### config.mk
export PLATFORM = sky130hd
export DESIGN_NAME = i2c_master_transaction_sequencer_unit
export DESIGN_NICKNAME = d
export VERILOG_FILES = /design/src/rtl/i2cseq_pkg.sv /design/src/rtl/i2c_master_transaction_sequencer_unit.sv
export VERILOG_INCLUDE_DIRS = /design/src /design/src/rtl
export SDC_FILE = /design/constraint.sdc
export NUM_CORES = 1
export LEC_CHECK = 0
export BUFFER_PORTS_ARGS = -buffer_cell sky130_fd_sc_hd__buf_2
export CAP_MARGIN = 40
export CORE_MARGIN = 3
export CORE_UTILIZATION = 30
export DETAILED_ROUTE_END_ITERATION = 10
export GPL_TIMING_DRIVEN = 0
export PLACE_DENSITY_LB_ADDON = 0.05
export SETUP_SLACK_MARGIN = 0.4
export SYNTH_ARGS = -nofsm -noshare
export SYNTH_HDL_FRONTEND = slang
export SYNTH_SLANG_ARGS = --single-unit
### constraint.sdc
create_clock -name clk -period 2.81 [get_ports clk]
set_clock_uncertainty 0.1 [all_clocks]
set_input_delay 0.281 -clock clk [delete_from_list [all_inputs] [get_ports clk]]
set_output_delay 0.281 -clock clk [all_outputs]
set_load 0.02 [all_outputs]
### src/rtl/i2c_master_transaction_sequencer_unit_assert.svh
// Assertion macros for the I2C transaction sequencer.
// All of them sample on clk and are off while rst_n is low.
`ifndef I2C_MASTER_TRANSACTION_SEQUENCER_UNIT_ASSERT_SVH
`define I2C_MASTER_TRANSACTION_SEQUENCER_UNIT_ASSERT_SVH

// Same-cycle implication.
`define I2CSEQ_ASSERT_IMP(lbl, ante, cons, msg) \
    lbl: assert property (@(posedge clk) disable iff (!rst_n) (ante) |-> (cons)) \
        else $error(msg);

// Next-cycle implication.
`define I2CSEQ_ASSERT_NXT(lbl, ante, cons, msg) \
    lbl: assert property (@(posedge clk) disable iff (!rst_n) (ante) |=> (cons)) \
        else $error(msg);

`endif

### src/rtl/i2cseq_pkg.sv
package i2cseq_pkg;

    localparam int PAYLOAD_DEPTH = 16;
    localparam int CNT_W  = $clog2(PAYLOAD_DEPTH + 1);
    localparam int IDX_W  = (PAYLOAD_DEPTH > 1) ? $clog2(PAYLOAD_DEPTH) : 1;
    localparam int SEND_W = $clog2(PAYLOAD_DEPTH + 3);

    typedef enum logic [1:0] {
        MODE_PUSH  = 2'd0,
        MODE_WRITE = 2'd1,
        MODE_READ  = 2'd2,
        MODE_EVENT = 2'd3
    } mode_t;

    typedef enum logic [2:0] {
        ACT_NONE  = 3'd0,
        ACT_START = 3'd1,
        ACT_SEND  = 3'd2,
        ACT_RSTRT = 3'd3,
        ACT_RCEN  = 3'd4,
        ACT_ACK   = 3'd5,
        ACT_NACK  = 3'd6,
        ACT_STOP  = 3'd7
    } action_t;

    typedef enum logic [1:0] {
        ERR_NONE = 2'd0,
        ERR_BUSY = 2'd1,
        ERR_FULL = 2'd2,
        ERR_RSVD = 2'd3
    } err_t;

    typedef struct packed {
        err_t       error;
        logic       busy_res;
        logic       done_res;
        logic       rd_last;
        logic [7:0] rd_index;
        logic [7:0] rd_byte;
        logic       rd_valid;
        logic [7:0] tx_byte;
        action_t    bus_action;
    } result_t;

endpackage

### src/rtl/i2c_master_transaction_sequencer_unit.sv
// I2C master write/read sequencer. Each input transaction (push byte, start write,
// start read, or a bus event from the I2C peripheral) is decoded against the
// current phase and yields exactly one result transaction. One transaction is
// taken per clock while s_tready is high; its result is registered into the result
// queue when the input is taken. A two-entry result queue lets the input side keep
// taking transactions while one result waits for m_tready, so s_tready drops only
// when both entries are held. The write payload buffer holds PAYLOAD_DEPTH bytes
// and is emptied only at reset or when a write completes.
`include "i2c_master_transaction_sequencer_unit_assert.svh"

module i2c_master_transaction_sequencer_unit
    import i2cseq_pkg::*;
(
    input  logic        clk,
    input  logic        rst_n,
    input  logic        s_tvalid,
    output logic        s_tready,
    // [7:0] data_byte, [15:8] slave_addr, [23:16] command, [31:24] read_count,
    // [32] rx_full, [40:33] rx_byte, [47:41] zero
    input  logic [47:0] s_tdata,
    // [1:0] mode
    input  logic [1:0]  s_tuser,
    output logic        m_tvalid,
    input  logic        m_tready,
    // [2:0] bus_action, [10:3] tx_byte, [11] rd_valid, [19:12] rd_byte,
    // [27:20] rd_index, [28] done_res, [29] busy_res, [31:30] error
    output logic [31:0] m_tdata,
    output logic        m_tlast
);

    typedef enum logic [3:0] {
        PH_IDLE,
        PH_WRITE,
        PH_FINISH,
        PH_RADDR_W,
        PH_RCMD,
        PH_RRESTART,
        PH_RADDR_R,
        PH_RSTART,
        PH_RACK,
        PH_RNACK
    } phase_t;

    mode_t       mode;
    logic [7:0]  data_byte;
    logic [7:0]  slave_addr;
    logic [7:0]  command;
    logic [7:0]  read_count;
    logic        rx_full;
    logic [7:0]  rx_byte;

    assign mode       = mode_t'(s_tuser);
    assign data_byte  = s_tdata[7:0];
    assign slave_addr = s_tdata[15:8];
    assign command    = s_tdata[23:16];
    assign read_count = s_tdata[31:24];
    assign rx_full    = s_tdata[32];
    assign rx_byte    = s_tdata[40:33];

    phase_t             phase_reg, phase_next;
    logic               is_read_reg, is_read_next;
    logic [7:0]         addr_reg, addr_next;
    logic [7:0]         cmd_reg, cmd_next;
    logic [CNT_W-1:0]   count_reg, count_next;
    logic [SEND_W-1:0]  send_pos_reg, send_pos_next;
    logic [7:0]         recv_pos_reg, recv_pos_next;
    logic [7:0]         recv_total_reg, recv_total_next;
    logic [7:0]         store_reg [PAYLOAD_DEPTH];

    result_t            res_reg [2];
    logic               wr_ptr_reg, rd_ptr_reg;
    logic [1:0]         fill_reg;

    logic               in_fire, out_fire, store_we;
    logic [IDX_W-1:0]   send_idx;
    result_t            res;

    assign in_fire  = s_tvalid && s_tready;
    assign out_fire = m_tvalid && m_tready;
    assign s_tready = (fill_reg != 2'd2);
    assign m_tvalid = (fill_reg != 2'd0);
    assign m_tdata  = {res_reg[rd_ptr_reg].error, res_reg[rd_ptr_reg].busy_res,
                       res_reg[rd_ptr_reg].done_res, res_reg[rd_ptr_reg].rd_index,
                       res_reg[rd_ptr_reg].rd_byte, res_reg[rd_ptr_reg].rd_valid,
                       res_reg[rd_ptr_reg].tx_byte, res_reg[rd_ptr_reg].bus_action};
    assign m_tlast  = res_reg[rd_ptr_reg].rd_last;

    // payload byte at send_pos - 2 (address and command go first)
    assign send_idx = IDX_W'(send_pos_reg - SEND_W'(2));

    always_comb
    begin
        res             = '0;
        res.bus_action  = ACT_NONE;
        res.error       = ERR_NONE;
        phase_next      = phase_reg;
        is_read_next    = is_read_reg;
        addr_next       = addr_reg;
        cmd_next        = cmd_reg;
        count_next      = count_reg;
        send_pos_next   = send_pos_reg;
        recv_pos_next   = recv_pos_reg;
        recv_total_next = recv_total_reg;
        store_we        = 1'b0;

        case (mode)
            MODE_PUSH:
            begin
                if (count_reg >= CNT_W'(PAYLOAD_DEPTH))
                    res.error = ERR_FULL;
                else
                begin
                    store_we   = 1'b1;
                    count_next = count_reg + CNT_W'(1);
                end
            end
            MODE_WRITE, MODE_READ:
            begin
                if (phase_reg != PH_IDLE)
                    res.error = ERR_BUSY;
                else
                begin
                    addr_next      = slave_addr;
                    cmd_next       = command;
                    res.bus_action = ACT_START;
                    if (mode == MODE_WRITE)
                    begin
                        is_read_next  = 1'b0;
                        send_pos_next = '0;
                        phase_next    = PH_WRITE;
                    end
                    else
                    begin
                        is_read_next    = 1'b1;
                        recv_pos_next   = '0;
                        recv_total_next = (read_count == 8'd0) ? 8'd1 : read_count;
                        phase_next      = PH_RADDR_W;
                    end
                end
            end
            MODE_EVENT:
            begin
                case (phase_reg)
                    PH_WRITE:
                    begin
                        if ({1'b0, send_pos_reg} <
                            (SEND_W + 1)'(count_reg) + (SEND_W + 1)'(2))
                        begin
                            res.bus_action = ACT_SEND;
                            if (send_pos_reg == SEND_W'(0))
                                res.tx_byte = addr_reg;
                            else if (send_pos_reg == SEND_W'(1))
                                res.tx_byte = cmd_reg;
                            else
                                res.tx_byte = store_reg[send_idx];
                            send_pos_next = send_pos_reg + SEND_W'(1);
                        end
                        else
                        begin
                            res.bus_action = ACT_STOP;
                            phase_next     = PH_FINISH;
                        end
                    end
                    PH_FINISH:
                    begin
                        res.done_res = 1'b1;
                        if (!is_read_reg)
                            count_next = '0;
                        send_pos_next = '0;
                        recv_pos_next = '0;
                        phase_next    = PH_IDLE;
                    end
                    PH_RADDR_W:
                    begin
                        res.bus_action = ACT_SEND;
                        res.tx_byte    = addr_reg;
                        phase_next     = PH_RCMD;
                    end
                    PH_RCMD:
                    begin
                        res.bus_action = ACT_SEND;
                        res.tx_byte    = cmd_reg;
                        phase_next     = PH_RRESTART;
                    end
                    PH_RRESTART:
                    begin
                        res.bus_action = ACT_RSTRT;
                        phase_next     = PH_RADDR_R;
                    end
                    PH_RADDR_R:
                    begin
                        res.bus_action = ACT_SEND;
                        res.tx_byte    = addr_reg | 8'd1;
                        phase_next     = PH_RSTART;
                    end
                    PH_RSTART:
                    begin
                        res.bus_action = ACT_RCEN;
                        if ({1'b0, recv_pos_reg} + 9'd1 < {1'b0, recv_total_reg})
                            phase_next = PH_RACK;
                        else
                            phase_next = PH_RNACK;
                    end
                    PH_RACK:
                    begin
                        if (rx_full)
                        begin
                            res.bus_action = ACT_ACK;
                            res.rd_valid   = 1'b1;
                            res.rd_byte    = rx_byte;
                            res.rd_index   = recv_pos_reg;
                            recv_pos_next  = recv_pos_reg + 8'd1;
                            phase_next     = PH_RSTART;
                        end
                    end
                    PH_RNACK:
                    begin
                        if (rx_full)
                        begin
                            res.bus_action = ACT_NACK;
                            res.rd_valid   = 1'b1;
                            res.rd_byte    = rx_byte;
                            res.rd_index   = recv_pos_reg;
                            res.rd_last    = 1'b1;
                            recv_pos_next  = '0;
                            phase_next     = PH_FINISH;
                        end
                    end
                    default:
                    begin
                    end
                endcase
            end
            default:
            begin
            end
        endcase

        res.busy_res = (phase_next != PH_IDLE);
    end

    always_ff @(posedge clk or negedge rst_n)
    begin
        if (!rst_n)
        begin
            phase_reg      <= PH_IDLE;
            is_read_reg    <= 1'b0;
            addr_reg       <= '0;
            cmd_reg        <= '0;
            count_reg      <= '0;
            send_pos_reg   <= '0;
            recv_pos_reg   <= '0;
            recv_total_reg <= '0;
            res_reg[0]     <= '0;
            res_reg[1]     <= '0;
            wr_ptr_reg     <= 1'b0;
            rd_ptr_reg     <= 1'b0;
            fill_reg       <= 2'd0;
        end
        else
        begin
            if (in_fire)
            begin
                phase_reg           <= phase_next;
                is_read_reg         <= is_read_next;
                addr_reg            <= addr_next;
                cmd_reg             <= cmd_next;
                count_reg           <= count_next;
                send_pos_reg        <= send_pos_next;
                recv_pos_reg        <= recv_pos_next;
                recv_total_reg      <= recv_total_next;
                res_reg[wr_ptr_reg] <= res;
                wr_ptr_reg          <= ~wr_ptr_reg;
            end
            if (out_fire)
                rd_ptr_reg <= ~rd_ptr_reg;
            fill_reg <= fill_reg + {1'b0, in_fire} - {1'b0, out_fire};
        end
    end

    // payload buffer carries no reset
    always_ff @(posedge clk)
    begin
        if (in_fire && store_we)
            store_reg[count_reg[IDX_W-1:0]] <= data_byte;
    end

    `I2CSEQ_ASSERT_IMP(a_count_bound, 1'b1, count_reg <= CNT_W'(PAYLOAD_DEPTH),
        "payload count beyond buffer depth")
    `I2CSEQ_ASSERT_NXT(a_full_push_drop,
        in_fire && mode == MODE_PUSH && count_reg == CNT_W'(PAYLOAD_DEPTH),
        $stable(count_reg), "push into full buffer changed the count")
    `I2CSEQ_ASSERT_NXT(a_start_leaves_idle,
        in_fire && phase_reg == PH_IDLE && (mode == MODE_WRITE || mode == MODE_READ),
        phase_reg != PH_IDLE && m_tvalid, "accepted start did not leave idle")
    `I2CSEQ_ASSERT_IMP(a_queue_fill, 1'b1,
        fill_reg != 2'd3 && ((fill_reg == 2'd1) == (wr_ptr_reg != rd_ptr_reg)),
        "result queue pointers out of step with fill")

endmodule

# Word-level counts from Yosys, hierarchy flattened

Memory sizes are Yosys's and may differ from the RTL's.
Cells that the tools add are included.

Add/sub/neg operators: 8
Magnitude comparators: 6
Eq/ne operators: 25
Mux-type cells: 54
Bitwise logic cells: 6
Reductions and logical operators: 19

Operator list:

| operator                                       | number |
|---|---|
| 2-to-1 mux 33 bit                              | 4 |
| bitwise mux 66 bit                             | 1 |
| 2-to-1 mux 8 bit                               | 8 |
| one-hot mux 4 bit (9 select lines)             | 1 |
| one-hot mux 17 bit (2 select lines)            | 1 |
| demux 33 bit (select 1 bit)                    | 1 |
| one-hot mux 8 bit (4 select lines)             | 1 |
| 2-to-1 mux 5 bit                               | 6 |
| one-hot mux 5 bit (2 select lines)             | 3 |
| 2-to-1 mux 27 bit                              | 1 |
| one-hot mux 8 bit (3 select lines)             | 1 |
| 2-to-1 mux 18 bit                              | 1 |
| one-hot mux 3 bit (6 select lines)             | 1 |
| 2-to-1 mux 17 bit                              | 1 |
| == test 4 x 3 -> 1 bit (second input constant) | 4 |
| 2-to-1 mux 4 bit                               | 4 |
| one-hot mux 8 bit (2 select lines)             | 1 |
| inequality test 2 bit (second input constant)  | 6 |
| adder 5 x 1 -> 5 bit (second input constant)   | 2 |
| 2-to-1 mux 1 bit                               | 10 |
| adder 8 x 1 -> 9 bit (second input constant)   | 1 |
| < comparator 9 x 8 -> 1 bit                    | 1 |
| 2-to-1 mux 3 bit                               | 3 |
| inequality test 3 bit (second input constant)  | 3 |
| 37 further kinds                               | 52 |

Flip-flop bits (word level): 117
RAM bits: 128
Input bits: 54
Output and inout bits: 35
Logic and storage cells: 148
Memories kept: 1

Memories:

| name      | depth | width | read ports | clocked after memory_dff | wr ports | RTL line                                    | text |
|---|---|---|---|---|---|---|---|
| store_reg | 16    | 8     | 1          | 0                        | 1        | i2c_master_transaction_sequencer_unit.sv:68 | `logic [7:0] store_reg [PAYLOAD_DEPTH];` |

# Depth between registers and ports, before layout

Gate-level depths: netlist of the first run.
An unclocked memory read counts as a cell.

Word-level depth: 8
Mapped depth: 12
Depth with buffers taken out: 10

# Least setup slack after synthesis of the first run

OpenSTA, ideal clock, no wires.

Path kind: register -> register
From: register send_pos_reg[1]
To: register res_reg[5] (netlist bit)
Library setup time: 0.125 ns
Arrival: 2.580 ns
Data required time: 2.585 ns
Path slack: 0.005 ns
Stages on the path, launching flop included: 13
Path buffers: 4
Period minus slack after synthesis: 2.805 ns
Cell sequence: dfrtp_1 > buf_6 > clkbuf_8 > clkbuf_1 > inv_1 > ha_1 > xor2_1 > and2_1 > clkbuf_8 > a221oi_1 > nand4_1 > and3_1 > mux2_2

Word-level cells in the longest chain between the ends: 8
Elaborated cells between the ends (all ways): 11
Classes of those cells: add/sub (1); order compare (1); eq/ne (1); mux (6); reduce/logical (1); memory (1)

Ends and longest elaborated chain:

| item                                 | RTL line                                     | text |
|---|---|---|
| start: declaration                   | i2c_master_transaction_sequencer_unit.sv:65  | `logic [SEND_W-1:0] send_pos_reg, send_pos_next;` |
| start signal: assignment             | i2c_master_transaction_sequencer_unit.sv:269 | `send_pos_reg <= send_pos_next;` |
| subtractor 4 x 2 -> 4 bit            | i2c_master_transaction_sequencer_unit.sv:89  | `assign send_idx = IDX_W'(send_pos_reg - SEND_W'(2));` |
| memory read (16 x 8 bit)             | n/a                                          |  |
| 2-to-1 mux 8 bit                     | i2c_master_transaction_sequencer_unit.sv:152 | `else if (send_pos_reg == SEND_W'(1))` |
| 2-to-1 mux 8 bit                     | i2c_master_transaction_sequencer_unit.sv:150 | `if (send_pos_reg == SEND_W'(0))` |
| 2-to-1 mux 8 bit *                   | i2c_master_transaction_sequencer_unit.sv:146 | `if ({1'b0, send_pos_reg} <` |
| one-hot mux 8 bit (4 select lines) * | i2c_master_transaction_sequencer_unit.sv:143 | `case (phase_reg)` |
| 2-to-1 mux 27 bit *                  | i2c_master_transaction_sequencer_unit.sv:106 | `case (mode)` |
| bitwise mux 66 bit *                 | i2c_master_transaction_sequencer_unit.sv:272 | `res_reg[wr_ptr_reg] <= res;` |
| end signal: indexed assignment       | i2c_master_transaction_sequencer_unit.sv:272 |  |
| end: declaration                     | i2c_master_transaction_sequencer_unit.sv:70  | `result_t res_reg [2];` |

Every way passes the cells marked *; elsewhere a longest branch is shown, timed or not.
A chain may end at the register's enable or synchronous reset.

# Worst setup path after layout of the first run

From: register send_pos_reg[1]
To: register res_reg[37] (netlist bit)

Same word-level chain as after synthesis.

==> results of run 1 <==
## cell type report
cell class | count | area [um^2] | share of cell area
Clock inverter | 14 | 181 | 0.0117
Inverter | 21 | 93.8 | 0.00607
Clock buffer | 40 | 808 | 0.0523
Multi-Input combinational cell | 570 | 5080 | 0.329
Tap cell | 511 | 639 | 0.0414
Buffer | 49 | 432 | 0.0279
Sequential cell | 245 | 6780 | 0.439
Timing Repair Buffer | 186 | 1440 | 0.0932
## metrics by stage
stage                     worst slack (ns)  instances  power (mW)  TNS (ns)
after floorplan                      0.358        886        6.48         0
after global placement              -0.562       1478        7.51   -110.24
after detailed placement            -0.365       1491        7.53    -24.73
after CTS                           0.0832       1624        11.9         0
after global routing                0.0485       1636        12.5         0
final                                0.122       1636        11.9         0
## power by group through the flow
stage                     registers [mW]  clock network (mW)  logic [mW]
after floorplan                     4.37                   0        2.11
after global routing                4.44                4.17        3.90
after CTS                           4.39                4.02        3.51
final                               4.40                3.90        3.60
after global placement              4.46                   0        3.05
after detailed placement            4.46                   0        3.06
## cells in the final DEF, fill, tap and decap left out, types with 13 or more instances in the layout
| master | Yosys | layout |
|---|---|---|
| buf_6 | 4 | 13 |
| dfrtp_1 | 117 | 111 |
| buf_2 | 9 | 88 |
| dlygate4sd3_1 | 0 | 38 |
| buf_4 | 1 | 52 |
| a21oi_1 | 18 | 18 |
| mux2_2 | 72 | 68 |
| ha_1 | 29 | 25 |
| edfxtp_1 | 128 | 128 |
| clkbuf_1 | 25 | 22 |
| nor2_1 | 48 | 36 |
| inv_1 | 20 | 19 |
| nand2_1 | 118 | 114 |
| o21ai_0 | 72 | 63 |
| clkbuf_16 | 0 | 34 |
| mux4_2 | 18 | 19 |
| mux4_1 | 14 | 13 |
## routing by layer
| layer | global-route usage | share of wire | vias to the layer above | wire, um |
|---|---|---|---|---|
| met5 | 0 | 0 | - | 0 |
| met4 | 0.0423 | 0.029 | 0 | 956 |
| met3 | 0.0237 | 0.030 | 61 | 979 |
| met2 | 0.278 | 0.50 | 119 | 16300 |
| met1 | 0.208 | 0.44 | 3972 | 14500 |
| li1 | - | - | 3738 | - |
## logic make-up after synthesis
kind of cell,after synthesis,share of synthesized area
adders and majority gates,29,0.0314
AOI/OAI and AO/OA,161,0.0907
DFF,245,0.586
xor gates and xnor gates,15,0.0114
buffers and inverters,71,0.0348
and+or+nand+nor,258,0.106
muxes,107,0.140
## worst paths after layout
check	startpoint	to	slack, ns	depth (start not counted)
worst max register to register	send_pos_reg[1]$_DFFE_PN0P_	res_reg[37]$_DFFE_PN0P_	0.12	12
max in group asynchronous	rst_n	addr_reg[5]$_DFFE_PN0P_	1.73	3
worst min register to register	res_reg[22]$_DFFE_PN0P_	res_reg[22]$_DFFE_PN0P_	0.37	2
min in group asynchronous	rst_n	res_reg[47]$_DFFE_PN0P_	0.13	2
worst min-delay path	s_tdata[7]	store_reg[9][7]$_DFFE_PP_	0.02	1
worst max-delay path	send_pos_reg[1]$_DFFE_PN0P_	res_reg[37]$_DFFE_PN0P_	0.12	12
## repair_timing
item	CTS	global route
setup endpoints to repair	224	156
hold endpoints to repair	134	0
pin swaps	31	28
buffers inserted	42	12
hold buffers	38	0
gates resized for setup	114	43
==> results.toml, run 1 <==
[final_layout]
syn2layout_area_growth_pct = 33.8
fillers = 3658
largest_reg_flops = 128
drive_gt1_frac = 0.368
n_antenna_cell = 0
utilization = 0.408
nets = 1186
stdcell_area_mm2 = 0.0155

[die]
num_io_pins = 89
die_y_um = 202
core_area_mm2 = 0.0378
initial_core_util = 0.305
fp-row-count = 71
die_width_um = 202
fp.dieArea_mm2 = 0.0409

[global_route]
grt_max_degree = 73
grt_pass1_vias = 8274
overflow = 0
grt_usage = 0.159
antenna_found_initial = 0
grt_pass1_wl_um = 50400

[clocking]
clock-sinks = 245
cts_root_buffer = "clkbuf_16"
clockBufferDepth = 3
htreeDepth = 1
clkTransAtPathRegs_ns = 0.06
clk_latency_ns = 0.57
cts_tree = "built"
cts_buffers = 30

[worst_setup_path]
cp_slowest_stage_delay_ns = 0.40
crit_buf_inv = 6
crit_path_end_kind = "register"
cp_cell_sequence = "buf_6, clkbuf_16, clkbuf_16, clkinv_8, ha_4, clkbuf_16, and2_4, buf_12, a221oi_4, nand4_1, and3_4, mux2_4"
arrival_ns = 3.04
cpMostUsedCell = "clkbuf_16"
cp.required_ns = 3.16
crit_path_top_delay_cell = "dfrtp_1"
critPathKind = "reg -> reg"
cp-start-kind = "register"
crit_family = "buffers and inverters"
critPathMaxFanout = 8

[power]
cellLeakagePower_nw = 6.19
pwr-share-comb = 0.302
seqPwrFrac = 0.370
cellPowerDensity_mw_per_mm2 = 770
max-vdd-ir-drop_v = 0.000546
switching_power_mw = 3.82
p_clk_frac = 0.328
p_int_mw = 8.08
switching_share = 0.321

[sta]
fin_crit_sh = 0.956
min_period_ns = 2.69
finalSetupViolCount = 0
hold_slack_ns = 0.0214
rsz0062_at_grt = "yes"
max_slew_margin = 0.608
fmax_mhz = 372
maxSlewViolCount = 0
worst_pin_slew_ns = 0.589
hold_viol = 0

[detailed_routing]
wl_per_cell_um = 20.0
drc = 0
drt_wl_total_um = 32800
vias = 7890
ant_nets = 0
drt_iter0_markers = 405
via_per_inst = 4.82
firstDrtPassIters = 5

[yosys]
synth_area_leaders = "edfxtp_1, dfrtp_1, mux2_2"
ys_types = 74
syn_inst = 886
synth-edff-count = 128
ys_ff_latch = 245
synth-async-reset-ratio = 0.478
avgSynthCellArea_um2 = 13.0
yosys_warnings = 0
synth-seq-area-share = 0.586
synth_nets = 969
yosysMostFrequentCell = "edfxtp_1"
synth_area_leader_cell = "edfxtp_1"
yosysTopAreaCellShare = 0.333
syn-cell-area_mm2 = 0.0116
synthFlopType = "edfxtp_1"
synthTopCellsByCount = "edfxtp_1, nand2_1, dfrtp_1, mux2_2, o21ai_0"

[placed_design]
placed_area_mm2 = 0.0129
dpl.hpwl_um = 22400
gp_congestion = 0.797
port_buffers = 81

[outcome]
status = "complete, no violations"

[worst_hold_path]
hold_class = "in -> reg"

[job]
maxCapViolCount = 0
Power figures use the tool's default switching activity.
==> inputs of run 2 (changes only) <==
==> constraint.sdc (replaced) <==
create_clock -name clk -period 2.81 [get_ports clk]
set_clock_uncertainty 0.1 [all_clocks]
set_input_delay 0.281 -clock clk [delete_from_list [all_inputs] [get_ports clk]]
set_output_delay 0.281 -clock clk [all_outputs]
set_load 0.1 [all_outputs]
==> run 2 against run 1 <==
Effect of this change:
- die area unchanged
- global-route usage decreased by 0.35 points
- first-iteration DRC count decreased by 5.2%
- via count decreased by 1.7%
- sequential power about the same
- design area decreased by 1.6%
- flip-flop and latch count unchanged
- sequential share of layout area increased by 0.72 points
- critical path type unchanged
- highest routed layer unchanged
==> results.toml, run 2 (synthesized netlist as in run 1, its figures left out) <==
[outcome]
status = "complete, no violations"

[worst_setup_path]
cp-start-kind = "register"
cp.required_ns = 3.15
cp_slowest_stage_delay_ns = 0.40
crit_family = "buffers and inverters"
cpMostUsedCell = "clkbuf_16"
critPathMaxFanout = 8
critPathKind = "reg -> reg"
crit_path_top_delay_cell = "dfrtp_1"
crit_buf_inv = 6
crit_path_end_kind = "register"
arrival_ns = 3.06
cp_cell_sequence = "buf_6, clkbuf_16, clkbuf_16, clkinv_8, ha_4, buf_8, and2_4, buf_12, a221oi_4, nand4_1, and3_4, mux2_4"

[clocking]
cts_buffers = 29
clockBufferDepth = 3
clock-sinks = 245
htreeDepth = 1
cts_root_buffer = "clkbuf_16"
clk_latency_ns = 0.58
cts_tree = "built"
clkTransAtPathRegs_ns = 0.06

[sta]
max_slew_margin = 0.580
hold_viol = 0
rsz0062_at_grt = "yes"
finalSetupViolCount = 0
maxSlewViolCount = 0
fmax_mhz = 367
fin_crit_sh = 0.970
min_period_ns = 2.72
finalSetupTns_ns = 0
worst_pin_slew_ns = 0.630
layout_setup_ws_ns = 0.0852
hold_slack_ns = 0.0266

[global_route]
grt_usage = 0.156
antenna_found_initial = 0
grt_pass1_wl_um = 49500
grt_pass1_vias = 8001
overflow = 0
grt_max_degree = 85

[power]
cellPowerDensity_mw_per_mm2 = 794
p_clk_frac = 0.308
switching_share = 0.347
pwr-share-comb = 0.328
seqPwrFrac = 0.364
p_int_mw = 7.88
max-vdd-ir-drop_v = 0.000489
cellLeakagePower_nw = 6.07
p_total_mw = 12.1
switching_power_mw = 4.19

[die]
num_io_pins = 89
core_area_mm2 = 0.0378
die_width_um = 202
fp-row-count = 71
initial_core_util = 0.305
die_y_um = 202
fp.dieArea_mm2 = 0.0409

[detailed_routing]
ant_nets = 0
drt_iter0_markers = 384
drt_wl_total_um = 31700
wl_per_cell_um = 19.7
drc = 0
firstDrtPassIters = 4
via_per_inst = 4.82
vias = 7757

[job]
maxCapViolCount = 0

[placed_design]
dpl.hpwl_um = 21300
dp_slack_ns = -0.401
gp_congestion = 0.792
dp_cells = 1479
port_buffers = 81
placed_area_mm2 = 0.0128

[final_layout]
final_cells = 1608
n_antenna_cell = 0
fillers = 3670
stdcell_area_mm2 = 0.0152
syn2layout_area_growth_pct = 31.6
largest_reg_flops = 128
final_cell_mix = "edfxtp_1, nand2_1, dfrtp_1"
layout_commonest_cell = "edfxtp_1"
nets = 1160
drive_gt1_frac = 0.354
utilization = 0.402

[worst_hold_path]
hold_class = "in -> reg"
==> run 2: changes by cell type in the layout (fill, tap and decap cells not counted), sizes merged, moves of 3 or more <==
cell,change
buf,-23
clkinv,+4
clkbuf,-5
dlygate4sd3,-3
==> run 2: path summary, 6_finish.rpt <==
| path | slack, ns | to | start | cells past startpoint |
|---|---|---|---|---|
| min reg2reg | 0.37 | res_reg[28]$_DFFE_PN0P_ | res_reg[28]$_DFFE_PN0P_ | 2 |
| max in group asynchronous | 1.73 | recv_pos_reg[2]$_DFFE_PN0P_ | rst_n | 3 |
| max | 0.09 | res_reg[9]$_DFFE_PN0P_ | send_pos_reg[1]$_DFFE_PN0P_ | 12 |
| min | 0.03 | store_reg[3][7]$_DFFE_PP_ | s_tdata[7] | 1 |
| min in group asynchronous | 0.09 | res_reg[9]$_DFFE_PN0P_ | rst_n | 2 |
| max reg2reg | 0.09 | res_reg[9]$_DFFE_PN0P_ | send_pos_reg[1]$_DFFE_PN0P_ | 12 |
==> run 2: routing by layer <==
| layer | vias to the layer above | routed length, um | global-route usage |
|---|---|---|---|
| met5 | - | 0 | 0 |
| met4 | 0 | 756 | 0.0406 |
| met3 | 46 | 988 | 0.0200 |
| met2 | 114 | 15000 | 0.252 |
| met1 | 3903 | 15000 | 0.223 |
| li1 | 3694 | - | - |
==> run 2: worst reg2reg max path, cell delays in order, from the launching register on <==
cell,delay (ns)
dfrtp_1,0.40
buf_6,0.13
clkbuf_16,0.14
clkbuf_16,0.15
clkinv_8,0.04
ha_4,0.19
buf_8,0.12
and2_4,0.16
buf_12,0.14
a221oi_4,0.38
nand4_1,0.17
and3_4,0.20
mux2_4,0.26
==> run 2: power by group through the flow <==
stage / Clock [mW] / Combinational [mW] / Sequential [mW]
detailed placement: 0 / 3.45 / 4.47
global placement: 0 / 3.46 / 4.47
CTS: 3.84 / 3.87 / 4.40
floorplan: 0 / 2.58 / 4.37
finish: 3.72 / 3.96 / 4.39
global route: 3.99 / 4.29 / 4.45
==> run 2: repair_timing <==
action	CTS	global route
endpoints found under the setup margin	214	157
hold buffers	35	0
pin swaps	30	19
gates resized for setup	119	55
hold endpoints to repair	185	0
buffers inserted	38	6
==> run 2: layout make-up <==
cell class,instances,area (um^2),area share
multi-input combinational,570,5060,0.333
tap,511,639,0.0421
buffer,49,432,0.0284
clock buffer,34,764,0.0503
sequential,245,6780,0.446
inverter,21,91.3,0.00601
timing repair buffer,161,1270,0.0833
clock inverter,17,173,0.0114
